$ cat src/rtl/ktt_pkg.sv
// shared types and constants for the keyed tag table with round-robin eviction
// depends on nothing; used by ktt_store, keyed_tag_table_rr_evict and the testbench
package ktt_pkg;

    // table geometry
    localparam int ENTRIES  = 64;
    localparam int IDX_W    = (ENTRIES > 1) ? $clog2(ENTRIES) : 1;
    localparam int CNT_W    = $clog2(ENTRIES + 1);

    // field widths of a beat
    localparam int CMD_W    = 2;
    localparam int HANDLE_W = 16;
    localparam int OWNER_W  = 22;
    localparam int TAG_W    = 5;
    localparam int SLOT_W   = 6;

    // command codes
    typedef enum logic [CMD_W-1:0] {
        CMD_INSERT = 2'd0,
        CMD_LOOKUP = 2'd1,
        CMD_CLEAR  = 2'd2,
        CMD_NONE   = 2'd3
    } cmd_t;

    // sequencer states
    typedef enum logic [1:0] {
        ST_IDLE  = 2'd0,
        ST_SCAN  = 2'd1,
        ST_WRITE = 2'd2
    } state_t;

    // one table slot
    typedef struct packed {
        logic [HANDLE_W-1:0] handle;
        logic [OWNER_W-1:0]  owner;
        logic [TAG_W-1:0]    tag;
    } entry_t;

    // slot write request
    typedef struct packed {
        logic             en;
        logic [IDX_W-1:0] idx;
        entry_t           data;
    } wr_req_t;

    // slot clear request
    typedef struct packed {
        logic             en;
        logic [IDX_W-1:0] idx;
    } clr_req_t;

endpackage

$ cat src/rtl/keyed_tag_table_rr_evict.sv
// top level of the keyed tag table: command sequencer, scan and round-robin eviction
// depends on ktt_pkg and ktt_store
//
// Every command (insert, lookup, clear, or the unused code) walks all ENTRIES slots
// through the single read port of the slot memory, one slot per cycle, then writes
// back. A command accepted at an edge (start high, busy low) raises its result
// strobe done as the sequencer returns to idle, and busy drops in that same cycle;
// a new command is only taken after the last one is done. The result is shown on
// done for exactly one cycle; the receiver must take it then. Reset empties the
// whole table at once via per-slot valid bits, so no clearing pass is needed and
// the first command may start right after reset.
module keyed_tag_table_rr_evict
(
    input  logic                         clk,
    input  logic                         rst_n,
    input  logic                         start,
    output logic                         busy,
    input  logic [ktt_pkg::CMD_W-1:0]    command,
    input  logic [ktt_pkg::HANDLE_W-1:0] file_handle,
    input  logic [ktt_pkg::OWNER_W-1:0]  process_id,
    input  logic [ktt_pkg::TAG_W-1:0]    tag_in,
    output logic                         done,
    output logic [ktt_pkg::TAG_W-1:0]    tag_out,
    output logic                         hit,
    output logic [ktt_pkg::SLOT_W-1:0]   slot_index,
    output logic                         evicted
);

    ktt_pkg::state_t                state_reg, state_next;
    logic [ktt_pkg::CNT_W-1:0]      cnt_reg, cnt_next;
    logic                           cmp_pend_reg, cmp_pend_next;
    logic [ktt_pkg::IDX_W-1:0]      cmp_idx_reg, cmp_idx_next;
    ktt_pkg::cmd_t                  cmd_reg, cmd_next;
    logic [ktt_pkg::HANDLE_W-1:0]   handle_reg, handle_next;
    logic [ktt_pkg::OWNER_W-1:0]    owner_reg, owner_next;
    logic [ktt_pkg::TAG_W-1:0]      tag_reg, tag_next;
    logic                           found_reg, found_next;
    logic [ktt_pkg::IDX_W-1:0]      match_idx_reg, match_idx_next;
    logic [ktt_pkg::TAG_W-1:0]      match_tag_reg, match_tag_next;
    logic                           empty_found_reg, empty_found_next;
    logic [ktt_pkg::IDX_W-1:0]      empty_idx_reg, empty_idx_next;
    logic [ktt_pkg::IDX_W-1:0]      ptr_reg, ptr_next;
    logic                           done_reg, done_next;
    logic [ktt_pkg::TAG_W-1:0]      tag_out_reg, tag_out_next;
    logic                           hit_reg, hit_next;
    logic [ktt_pkg::SLOT_W-1:0]     slot_reg, slot_next;
    logic                           evicted_reg, evicted_next;

    logic                           rd_en;
    logic [ktt_pkg::IDX_W-1:0]      rd_idx;
    ktt_pkg::entry_t                rd_entry;
    ktt_pkg::wr_req_t               wr;
    ktt_pkg::clr_req_t              clr;
    logic                           key_match;
    logic                           slot_empty;
    logic                           scan_last;
    logic [ktt_pkg::IDX_W-1:0]      ins_idx;

    // slot memory
    ktt_store u_store
    (
        .clk      (clk),
        .rst_n    (rst_n),
        .rd_en    (rd_en),
        .rd_idx   (rd_idx),
        .rd_entry (rd_entry),
        .wr       (wr),
        .clr      (clr)
    );

    // compare stage on the returning read beat
    assign key_match  = (rd_entry.handle == handle_reg) && (rd_entry.owner == owner_reg);
    assign slot_empty = (rd_entry.handle == '0);
    assign scan_last  = cmp_pend_reg
                        && (cmp_idx_reg == ktt_pkg::IDX_W'(ktt_pkg::ENTRIES - 1));

    // insert target: matching slot, else first empty, else round-robin victim
    always_comb
    begin
        if (found_reg)
        begin
            ins_idx = match_idx_reg;
        end
        else if (empty_found_reg)
        begin
            ins_idx = empty_idx_reg;
        end
        else
        begin
            ins_idx = ptr_reg;
        end
    end

    // state and data registers
    always_ff @(posedge clk or negedge rst_n)
    begin
        if (!rst_n)
        begin
            state_reg    <= ktt_pkg::ST_IDLE;
            cnt_reg      <= '0;
            cmp_pend_reg <= 1'b0;
            ptr_reg      <= '0;
            done_reg     <= 1'b0;
        end
        else
        begin
            state_reg    <= state_next;
            cnt_reg      <= cnt_next;
            cmp_pend_reg <= cmp_pend_next;
            ptr_reg      <= ptr_next;
            done_reg     <= done_next;
        end
    end

    always_ff @(posedge clk)
    begin
        cmp_idx_reg     <= cmp_idx_next;
        cmd_reg         <= cmd_next;
        handle_reg      <= handle_next;
        owner_reg       <= owner_next;
        tag_reg         <= tag_next;
        found_reg       <= found_next;
        match_idx_reg   <= match_idx_next;
        match_tag_reg   <= match_tag_next;
        empty_found_reg <= empty_found_next;
        empty_idx_reg   <= empty_idx_next;
        tag_out_reg     <= tag_out_next;
        hit_reg         <= hit_next;
        slot_reg        <= slot_next;
        evicted_reg     <= evicted_next;
    end

    // sequencer: next state and outputs
    always_comb
    begin
        state_next       = state_reg;
        cnt_next         = cnt_reg;
        cmp_pend_next    = 1'b0;
        cmp_idx_next     = cmp_idx_reg;
        cmd_next         = cmd_reg;
        handle_next      = handle_reg;
        owner_next       = owner_reg;
        tag_next         = tag_reg;
        found_next       = found_reg;
        match_idx_next   = match_idx_reg;
        match_tag_next   = match_tag_reg;
        empty_found_next = empty_found_reg;
        empty_idx_next   = empty_idx_reg;
        ptr_next         = ptr_reg;
        done_next        = 1'b0;
        tag_out_next     = tag_out_reg;
        hit_next         = hit_reg;
        slot_next        = slot_reg;
        evicted_next     = evicted_reg;
        rd_en            = 1'b0;
        rd_idx           = cnt_reg[ktt_pkg::IDX_W-1:0];
        wr               = '0;
        clr              = '0;

        unique case (state_reg)
            ktt_pkg::ST_IDLE:
            begin
                // take a command beat
                if (start)
                begin
                    state_next       = ktt_pkg::ST_SCAN;
                    cnt_next         = '0;
                    cmd_next         = ktt_pkg::cmd_t'(command);
                    handle_next      = file_handle;
                    owner_next       = process_id;
                    tag_next         = tag_in;
                    found_next       = 1'b0;
                    empty_found_next = 1'b0;
                end
            end

            ktt_pkg::ST_SCAN:
            begin
                // issue one slot read per cycle
                if (cnt_reg < ktt_pkg::CNT_W'(ktt_pkg::ENTRIES))
                begin
                    rd_en         = 1'b1;
                    cnt_next      = cnt_reg + 1'b1;
                    cmp_pend_next = 1'b1;
                    cmp_idx_next  = cnt_reg[ktt_pkg::IDX_W-1:0];
                end

                // record first match and first empty slot
                if (cmp_pend_reg)
                begin
                    if (key_match && !found_reg)
                    begin
                        found_next     = 1'b1;
                        match_idx_next = cmp_idx_reg;
                        match_tag_next = rd_entry.tag;
                    end
                    if (slot_empty && !empty_found_reg)
                    begin
                        empty_found_next = 1'b1;
                        empty_idx_next   = cmp_idx_reg;
                    end
                    // clear drops every matching slot as it streams past
                    if (key_match && (cmd_reg == ktt_pkg::CMD_CLEAR))
                    begin
                        clr.en  = 1'b1;
                        clr.idx = cmp_idx_reg;
                    end
                end

                if (scan_last)
                begin
                    state_next = ktt_pkg::ST_WRITE;
                end
            end

            ktt_pkg::ST_WRITE:
            begin
                // writeback and result beat
                state_next   = ktt_pkg::ST_IDLE;
                done_next    = 1'b1;
                tag_out_next = '0;
                hit_next     = 1'b0;
                slot_next    = '0;
                evicted_next = 1'b0;
                case (cmd_reg)
                    ktt_pkg::CMD_INSERT:
                    begin
                        hit_next         = found_reg;
                        slot_next        = ktt_pkg::SLOT_W'(ins_idx);
                        wr.en            = 1'b1;
                        wr.idx           = ins_idx;
                        wr.data.handle   = handle_reg;
                        wr.data.owner    = owner_reg;
                        wr.data.tag      = tag_reg;
                        if (!found_reg && !empty_found_reg)
                        begin
                            evicted_next = 1'b1;
                            ptr_next     = (ptr_reg == ktt_pkg::IDX_W'(ktt_pkg::ENTRIES - 1))
                                           ? '0 : ptr_reg + 1'b1;
                        end
                    end
                    ktt_pkg::CMD_LOOKUP:
                    begin
                        if (found_reg)
                        begin
                            hit_next     = 1'b1;
                            slot_next    = ktt_pkg::SLOT_W'(match_idx_reg);
                            tag_out_next = match_tag_reg;
                        end
                    end
                    ktt_pkg::CMD_CLEAR:
                    begin
                        if (found_reg)
                        begin
                            hit_next  = 1'b1;
                            slot_next = ktt_pkg::SLOT_W'(match_idx_reg);
                        end
                    end
                    default:
                    begin
                        hit_next = 1'b0;
                    end
                endcase
            end

            default:
            begin
                state_next = ktt_pkg::ST_IDLE;
            end
        endcase
    end

    assign busy       = (state_reg != ktt_pkg::ST_IDLE);
    assign done       = done_reg;
    assign tag_out    = tag_out_reg;
    assign hit        = hit_reg;
    assign slot_index = slot_reg;
    assign evicted    = evicted_reg;

    // result beat only appears once the sequencer is back at idle
    assert property (@(posedge clk) disable iff (!rst_n) done |-> !busy)
        else $error("result beat while busy");

    // an accepted command keeps the block busy for the scan
    assert property (@(posedge clk) disable iff (!rst_n) (start && !busy) |=> busy)
        else $error("accepted command did not start a scan");

    // eviction only on an insert that found no match
    assert property (@(posedge clk) disable iff (!rst_n) (done && evicted) |-> !hit)
        else $error("eviction reported together with a hit");

    // a nonzero tag is only reported on a hit
    assert property (@(posedge clk) disable iff (!rst_n) (done && (tag_out != '0)) |-> hit)
        else $error("tag reported without a hit");

    // pointer only moves on an eviction writeback
    assert property (@(posedge clk) disable iff (!rst_n)
        (ptr_reg != $past(ptr_reg)) |-> (done && evicted))
        else $error("round-robin pointer moved without eviction");

endmodule

$ cat src/rtl/ktt_store.sv
// slot memory with per-slot valid bits; an invalid slot reads as all zero
// depends on ktt_pkg
module ktt_store
(
    input  logic                      clk,
    input  logic                      rst_n,
    input  logic                      rd_en,
    input  logic [ktt_pkg::IDX_W-1:0] rd_idx,
    output ktt_pkg::entry_t           rd_entry,
    input  ktt_pkg::wr_req_t          wr,
    input  ktt_pkg::clr_req_t         clr
);

    ktt_pkg::entry_t                mem [ktt_pkg::ENTRIES];
    logic [ktt_pkg::ENTRIES-1:0]    valid_reg;
    ktt_pkg::entry_t                rd_data_reg;
    logic                           rd_vld_reg;

    // memory write port
    always_ff @(posedge clk)
    begin
        if (wr.en)
        begin
            mem[wr.idx] <= wr.data;
        end
    end

    // synchronous read port
    always_ff @(posedge clk)
    begin
        if (rd_en)
        begin
            rd_data_reg <= mem[rd_idx];
        end
    end

    // valid flag travels with the read beat
    always_ff @(posedge clk or negedge rst_n)
    begin
        if (!rst_n)
        begin
            rd_vld_reg <= 1'b0;
        end
        else if (rd_en)
        begin
            rd_vld_reg <= valid_reg[rd_idx];
        end
    end

    // valid bits: reset empties the table, clear drops a slot
    always_ff @(posedge clk or negedge rst_n)
    begin
        if (!rst_n)
        begin
            valid_reg <= '0;
        end
        else
        begin
            if (clr.en)
            begin
                valid_reg[clr.idx] <= 1'b0;
            end
            if (wr.en)
            begin
                valid_reg[wr.idx] <= 1'b1;
            end
        end
    end

    assign rd_entry = rd_vld_reg ? rd_data_reg : '0;

    // write and clear never share a cycle
    assert property (@(posedge clk) disable iff (!rst_n) !(wr.en && clr.en))
        else $error("slot write and clear in the same cycle");

    // a written slot is valid afterwards
    assert property (@(posedge clk) disable iff (!rst_n) wr.en |=> valid_reg[$past(wr.idx)])
        else $error("written slot not marked valid");

    // a cleared slot is invalid afterwards
    assert property (@(posedge clk) disable iff (!rst_n)
        (clr.en && !wr.en) |=> !valid_reg[$past(clr.idx)])
        else $error("cleared slot still valid");

endmodule

$ cat config.mk
export PLATFORM = sky130hd
export DESIGN_NAME = keyed_tag_table_rr_evict
export DESIGN_NICKNAME = d
export VERILOG_FILES = /design/src/rtl/ktt_pkg.sv /design/src/rtl/keyed_tag_table_rr_evict.sv /design/src/rtl/ktt_store.sv
export SDC_FILE = /design/constraint.sdc
export NUM_CORES = 2
export LEC_CHECK = 0
export BUFFER_PORTS_ARGS = -buffer_cell sky130_fd_sc_hd__buf_4
export CAP_MARGIN = 20
export CORE_AREA = 2 2 536 538
export CTS_CLUSTER_SIZE = 10
export DETAILED_ROUTE_END_ITERATION = 8
export DIE_AREA = 0 0 538 540
export SETUP_SLACK_MARGIN = 0.15
export SYNTH_ARGS = -nofsm -noshare
export SYNTH_HDL_FRONTEND = slang
export SYNTH_SLANG_ARGS = --single-unit
$ cat constraint.sdc
create_clock -name clk -period 18.3 [get_ports clk]
set_input_delay 0.915 -clock clk [delete_from_list [all_inputs] [get_ports clk]]
set_output_delay 0.915 -clock clk [all_outputs]
set_load 0.01 [all_outputs]
Yosys cells after proc, flatten, opt, wreduce, memory -nomap -nowiden:

Memories as Yosys holds them, arrays and structs flattened. A register that Yosys moved wholly into a read port is not among the register bits.
Index checks and enable logic that the tools add are counted.

* bits in registers: 165
* bits in writable memories: 2752
* input bits: 48
* output and inout port bits: 15
* word-level logic and storage cells: 113
* memories: 1

Memory list
* u_store.mem: words 64, width 43, rd ports 1, clocked after Yosys merged registers in 1, write ports 1, line ktt_store.sv:14 `ktt_pkg::entry_t mem [ktt_pkg::ENTRIES];`

* add/sub/neg operators: 2
* order comparisons: 6
* equality and inequality tests: 14
* muxes and demuxes: 40
* bitwise logic cells: 3
* reduce and logical (&&, ||, !) cells: 26

Operator list (count)
* two-way mux 64 bit: 2
* two-way mux 50 bit: 2
* AND 64 bit: 1
* NOT 64 bit: 1
* bitwise OR 64 bit: 1
* two-way mux 43 bit: 1
* two-way mux 7 bit: 5
* two-way mux 6 bit: 4
* equality test 22 bit: 1
* < comparator 6 x 7 -> 1 bit (second input constant): 3
* equality test 16 bit: 1
* zero test 16 bit: 1
* two-way mux 1 bit: 15
* one-hot mux 7 bit (2 select lines): 1
* demux 1 bit (select 6 bit): 2
* equality test 6 bit (second input constant): 2
* greater-or-equal comparator 6 x 1 -> 1 bit (second input constant): 2
* != test 2 bit (second input constant): 6
* one-hot mux 6 bit (2 select lines): 1
* AND reduction 3 bit: 4
* logical AND 1 bit: 8
* AND reduction 2 bit: 4
* AND reduction 4 bit: 2
* adder 7 x 1 -> 7 bit (second input constant): 1
* other kinds (12): 20

Depth between registers and ports, before layout:

* word-level depth: 16
* gate-level depth with buffers: 10
* gate-level depth less buffers: 8

By module:

From an unflattened synthesis, not the netlist that was laid out.

* cell total of the unflattened synthesis: 5121
* area, all modules: 112774.4 µm²

By module, submodules not included
* ktt_store: instances 1, cells an instance 4776, area an instance 108288.9 µm², seq. area each 85557.1 µm²
* keyed_tag_table_rr_evict: instances 1, cells an instance 345, area an instance 4485.6 µm², seq. area each 2917.8 µm²

Worst setup path after synthesis:

No wires, ideal clock.

* path type: flip-flop to flip-flop
* start: register cmd_reg[0]
* end: memory u_store.mem[8][0] (netlist name), enable pin
* setup time: 0.558 ns
* arrival time: 5.761 ns
* data required time: 17.742 ns
* setup slack: 11.981 ns
* stages on the path, launching flop included: 8
* path buffers: 1
* clock period less this slack: 6.319 ns
* cells stage by stage: edfxtp_1 > inv_1 > ha_1 > clkbuf_1 > and3b_1 > o211a_1 > nand3_1 > nor4_1

* cells in the longest elaborated chain, start to end: 5

RTL lines
* from (decl): line keyed_tag_table_rr_evict.sv:33 `ktt_pkg::cmd_t cmd_reg, cmd_next;`
* from (signal assigned): line keyed_tag_table_rr_evict.sv:118 `cmd_reg <= cmd_next;`
* zero test 2 bit (*): line keyed_tag_table_rr_evict.sv:225 `case (cmd_reg)`
* two-way mux 50 bit (*): line keyed_tag_table_rr_evict.sv:225
* two-way mux 50 bit (*): line keyed_tag_table_rr_evict.sv:160 `unique case (state_reg)`
* two-way mux 1 bit: line ktt_store.sv:22 `if (wr.en)`
* two-way mux 1 bit (implied by the code): line ktt_store.sv:24 `mem[wr.idx] <= wr.data;`
* to (decl): line ktt_store.sv:14

Every way passes the cells marked *; elsewhere a longest branch is shown, timed or not.

Final worst setup path:

* start: register cnt_reg[0] (netlist name)
* end: register u_store.rd_data_reg[40] (netlist name)

* cells in the longest elaborated chain, start to end: 3

RTL lines
* from (decl): line keyed_tag_table_rr_evict.sv:30 `logic [ktt_pkg::CNT_W-1:0] cnt_reg, cnt_next;`
* from (signal assigned): line keyed_tag_table_rr_evict.sv:108 `cnt_reg <= cnt_next;`
* < comparator 7 bit: line keyed_tag_table_rr_evict.sv:180 `if (cnt_reg < ktt_pkg::CNT_W'(ktt_pkg::ENTRIES))`
* two-way mux 1 bit: line keyed_tag_table_rr_evict.sv:180
* two-way mux 1 bit: line keyed_tag_table_rr_evict.sv:160

Several ways; a longest one is shown, not always the timed one.
A chain may end at the register's enable or synchronous reset.

==> flow_summary.json <==
{
  "drc_errors": 0,
  "yosys_warnings": 0,
  "coreArea_um2": 284500,
  "num-nets-final": 5217,
  "dieHeight_um": 540,
  "initial_core_util_pct": 39.93,
  "setup_viol_count_final": 0,
  "routed_via_density": 6.100,
  "synthesis.area_um2": 113600,
  "peakVddDrop_uv": 147.1,
  "largest_reg_flops": 2752,
  "dp.final_hpwl_um": 163600,
  "drt_iter0_markers": 7464,
  "grt_max_degree": 132,
  "synthArstFlopShare_pct": 2.770,
  "tns_ns": 0,
  "wl_per_cell_um": 35.15,
  "cts_setup_buffers": 0,
  "critical_path.most_common_cell": "buf_4",
  "synth-edff-count": 2878,
  "hp-class": "input pin to flop",
  "die_w_um": 538,
  "ys_seq_elements": 2960,
  "synth.avg_cell_area_um2": 23.52,
  "synth_seq_area_share_pct": 77.88,
  "power.leakage_nw": 46.38,
  "startpoint_type": "flop",
  "postCtsHoldBufs": 1,
  "cp_slowest_cell": "dfrtp_4",
  "first_global_vias": 54940,
  "syn-num-nets": 4885,
  "hold_path.startpoint": "tag_in[0]",
  "post_cts_resize_count": 0,
  "dp_worst_setup_slack_ns": 11.50,
  "worst_slew_pin_slew_ns": 1.205,
  "layout_setup_ws_ns": 11.90,
  "port-buffer-count": 62,
  "root_buffer": "clkbuf_16",
  "clock_path_buffers": 4,
  "dr_total_vias": 54840,
  "crit_path_end_kind": "flop",
  "status": "complete, no violations",
  "timing.fmax_mhz": 156.2,
  "die_area_um2": 290500,
  "drive_gt1_share_pct": 30.70,
  "yosysUniqueCellTypes": 59,
  "numCtsBuffers": 348,
  "rows": 196,
  "clock_sinks": 2960,
  "htreeDepth": 5,
  "gp_congestion": 0.8604,
  "cts_tree": "built",
  "grt_pass1_wl_um": 436800,
  "slew_headroom_pct": 19.69,
  "slew_viol_final": 0,
  "cellPowerDensity_nw_per_um2": 122.9,
  "num_io_pins": 63,
  "critical_path.max_stage_delay_ns": 0.97,
  "clkTransAtPathRegs_ns": 0.06,
  "hold_viol": 0,
  "antenna_found_initial": 8,
  "grt.total_usage_pct": 21.61,
  "rsz0062_at_grt": "no",
  "crit_start": "cnt_reg[0]",
  "insertion_delay_ns": 0.97,
  "ant_nets": 0,
  "totalWireLength_um": 316000,
  "fin_crit_ns": 6.404,
  "path_cells": "buf_4, buf_4, buf_4, buf_4, buf_16, mux4_2, mux4_2, a22oi_1, nand2_1",
  "period_share_pct": 35.00,
  "synthToLayoutAreaGrowth_pct": 13.84,
  "crit_arrival_ns": 7.08,
  "fin_skew_ns": 0.08563,
  "grt_overflow_total": 0,
  "power.total_mw": 15.89,
  "dpl_cell_area_um2": 119400,
  "crit_type": "flop to flop",
  "cp.required_ns": 18.97,
  "timing.max_cap.violations": 0,
  "crit_fanout": 47,
  "synthesis.instances": 4831,
  "first_pass_iters": 8,
  "r2r-start": "cnt_reg[0]",
  "synth_flop_cell": "edfxtp_1",
  "fin_area_um2": 129300
}
## routing by layer
layer	track usage, %	part of all wire, %
met1	28.87	38
met4	7.734	3.9
met3	3.897	8.3
met5	0	0.0044
met2	35.60	49
## critical path: cells and delay by family (launching register included)
family	cells	cell delay, ns
mux	2	1.03
simple gates	1	0.12
buf+inv	5	3.51
flops	1	0.97
compound gates	1	0.38
## report_power, final
part           leakage (nW)  total [mW]  internal, mW  switching (mW)
registers              33.5        7.67          7.43           0.239
logic                  8.32        2.28         0.910            1.37
clock network          4.51        5.93          3.48            2.46
## cell usage after synthesis (3+ instances only)
cell type	instances	share of area, %
edfxtp_1	2878	76
mux4_2	879	17
nor2_1	155	0.51
clkbuf_1	129	0.43
a22oi_1	90	0.59
dfrtp_1	82	1.8
a21oi_1	75	0.33
buf_2	75	0.33
nand2_1	72	0.24
nor3_1	62	0.27
and2_1	48	0.26
buf_1	34	0.11
nand3_1	28	0.12
nor4_1	23	0.13
o21ai_0	22	0.097
xor2_1	17	0.13
nand4_1	15	0.083
o22ai_1	13	0.072
nor2b_1	12	0.066
nand4b_1	11	0.085
and3_1	9	0.050
buf_6	9	0.089
o21a_1	9	0.059
mux2i_1	7	0.062
xnor2_1	7	0.054
ha_1	6	0.066
inv_1	6	0.020
a21oi_2	4	0.031
a31o_2	4	0.031
nand2b_1	4	0.022
nand3b_1	4	0.026
buf_4	3	0.020
nor3b_1	3	0.020
nor4bb_1	3	0.026
## logic make-up after synthesis
logic type      count (synthesis)  synth area share (%)
fa+ha+maj                       6               0.06608
simple gates                  465                 2.047
xor+xnor                       24                0.1850
buf+inv                       257                 1.001
mux                           887                 17.50
compound gates                232                 1.323
flops                        2960                 77.88
## worst paths after layout
path / slack, ns / cells past startpoint / endpoint
setup / recovery: 11.90 / 9 / u_store.rd_data_reg[40]
hold / removal: 0.13 / 1 / tag_reg[0]
setup reg to reg: 11.90 / 9 / u_store.rd_data_reg[40]
hold reg to reg: 0.51 / 2 / cnt_reg[6]
max in group asynchronous: 16.41 / 3 / cnt_reg[0]
min in group asynchronous: 0.63 / 2 / u_store.valid_reg[9]
## layout by cell type (no fill, tap or decap), types with 6 or more instances in the layout
cell,synthesis,final
xor2_1,17,17
nor4_1,23,21
nand3_1,28,28
dfrtp_1,82,77
nand2_1,72,72
clkbuf_1,129,47
buf_4,3,189
and2_2,0,34
xnor2_1,7,7
nor2b_1,12,10
nand4b_1,11,11
mux4_2,879,879
a22oi_1,90,90
inv_1,6,6
ha_1,6,6
and3_1,9,9
o21ai_0,22,22
buf_12,0,39
nand4_1,15,15
clkbuf_16,0,355
o22ai_1,13,13
o21a_1,9,9
and2_1,48,13
nor3_1,62,60
nor2_4,0,65
edfxtp_1,2878,2878
nor2_1,155,90
a21oi_1,75,75
mux2i_1,7,7
## per-stage QoR
stage / hold WS, ns / instances / util (%)
after detailed placement: 0.5051 / 8541 / 41.97
final: 0.1333 / 8991 / 45.46
after global routing: 0.09641 / 8988 / 45.46
after global placement: 0.4726 / 8539 / 41.96
after floorplan: 0.4231 / 4831 / -
after CTS: 0.06539 / 8954 / 45.22
## final cells by class
| class | instances | area [µm²] |
|---|---|---|
| Inverter | 7 | 27.53 |
| Tap cell | 3762 | 4707 |
| Fill cell | 23260 | 155100 |
| Antenna cell | 4 | 10.01 |
| Timing Repair Buffer | 232 | 2292 |
| Clock buffer | 404 | 9087 |
| Clock inverter | 8 | 140.1 |
| Sequential cell | 2960 | 88490 |
| Multi-Input combinational cell | 1614 | 24570 |
No activity file was read; power rests on OpenSTA's default activity.
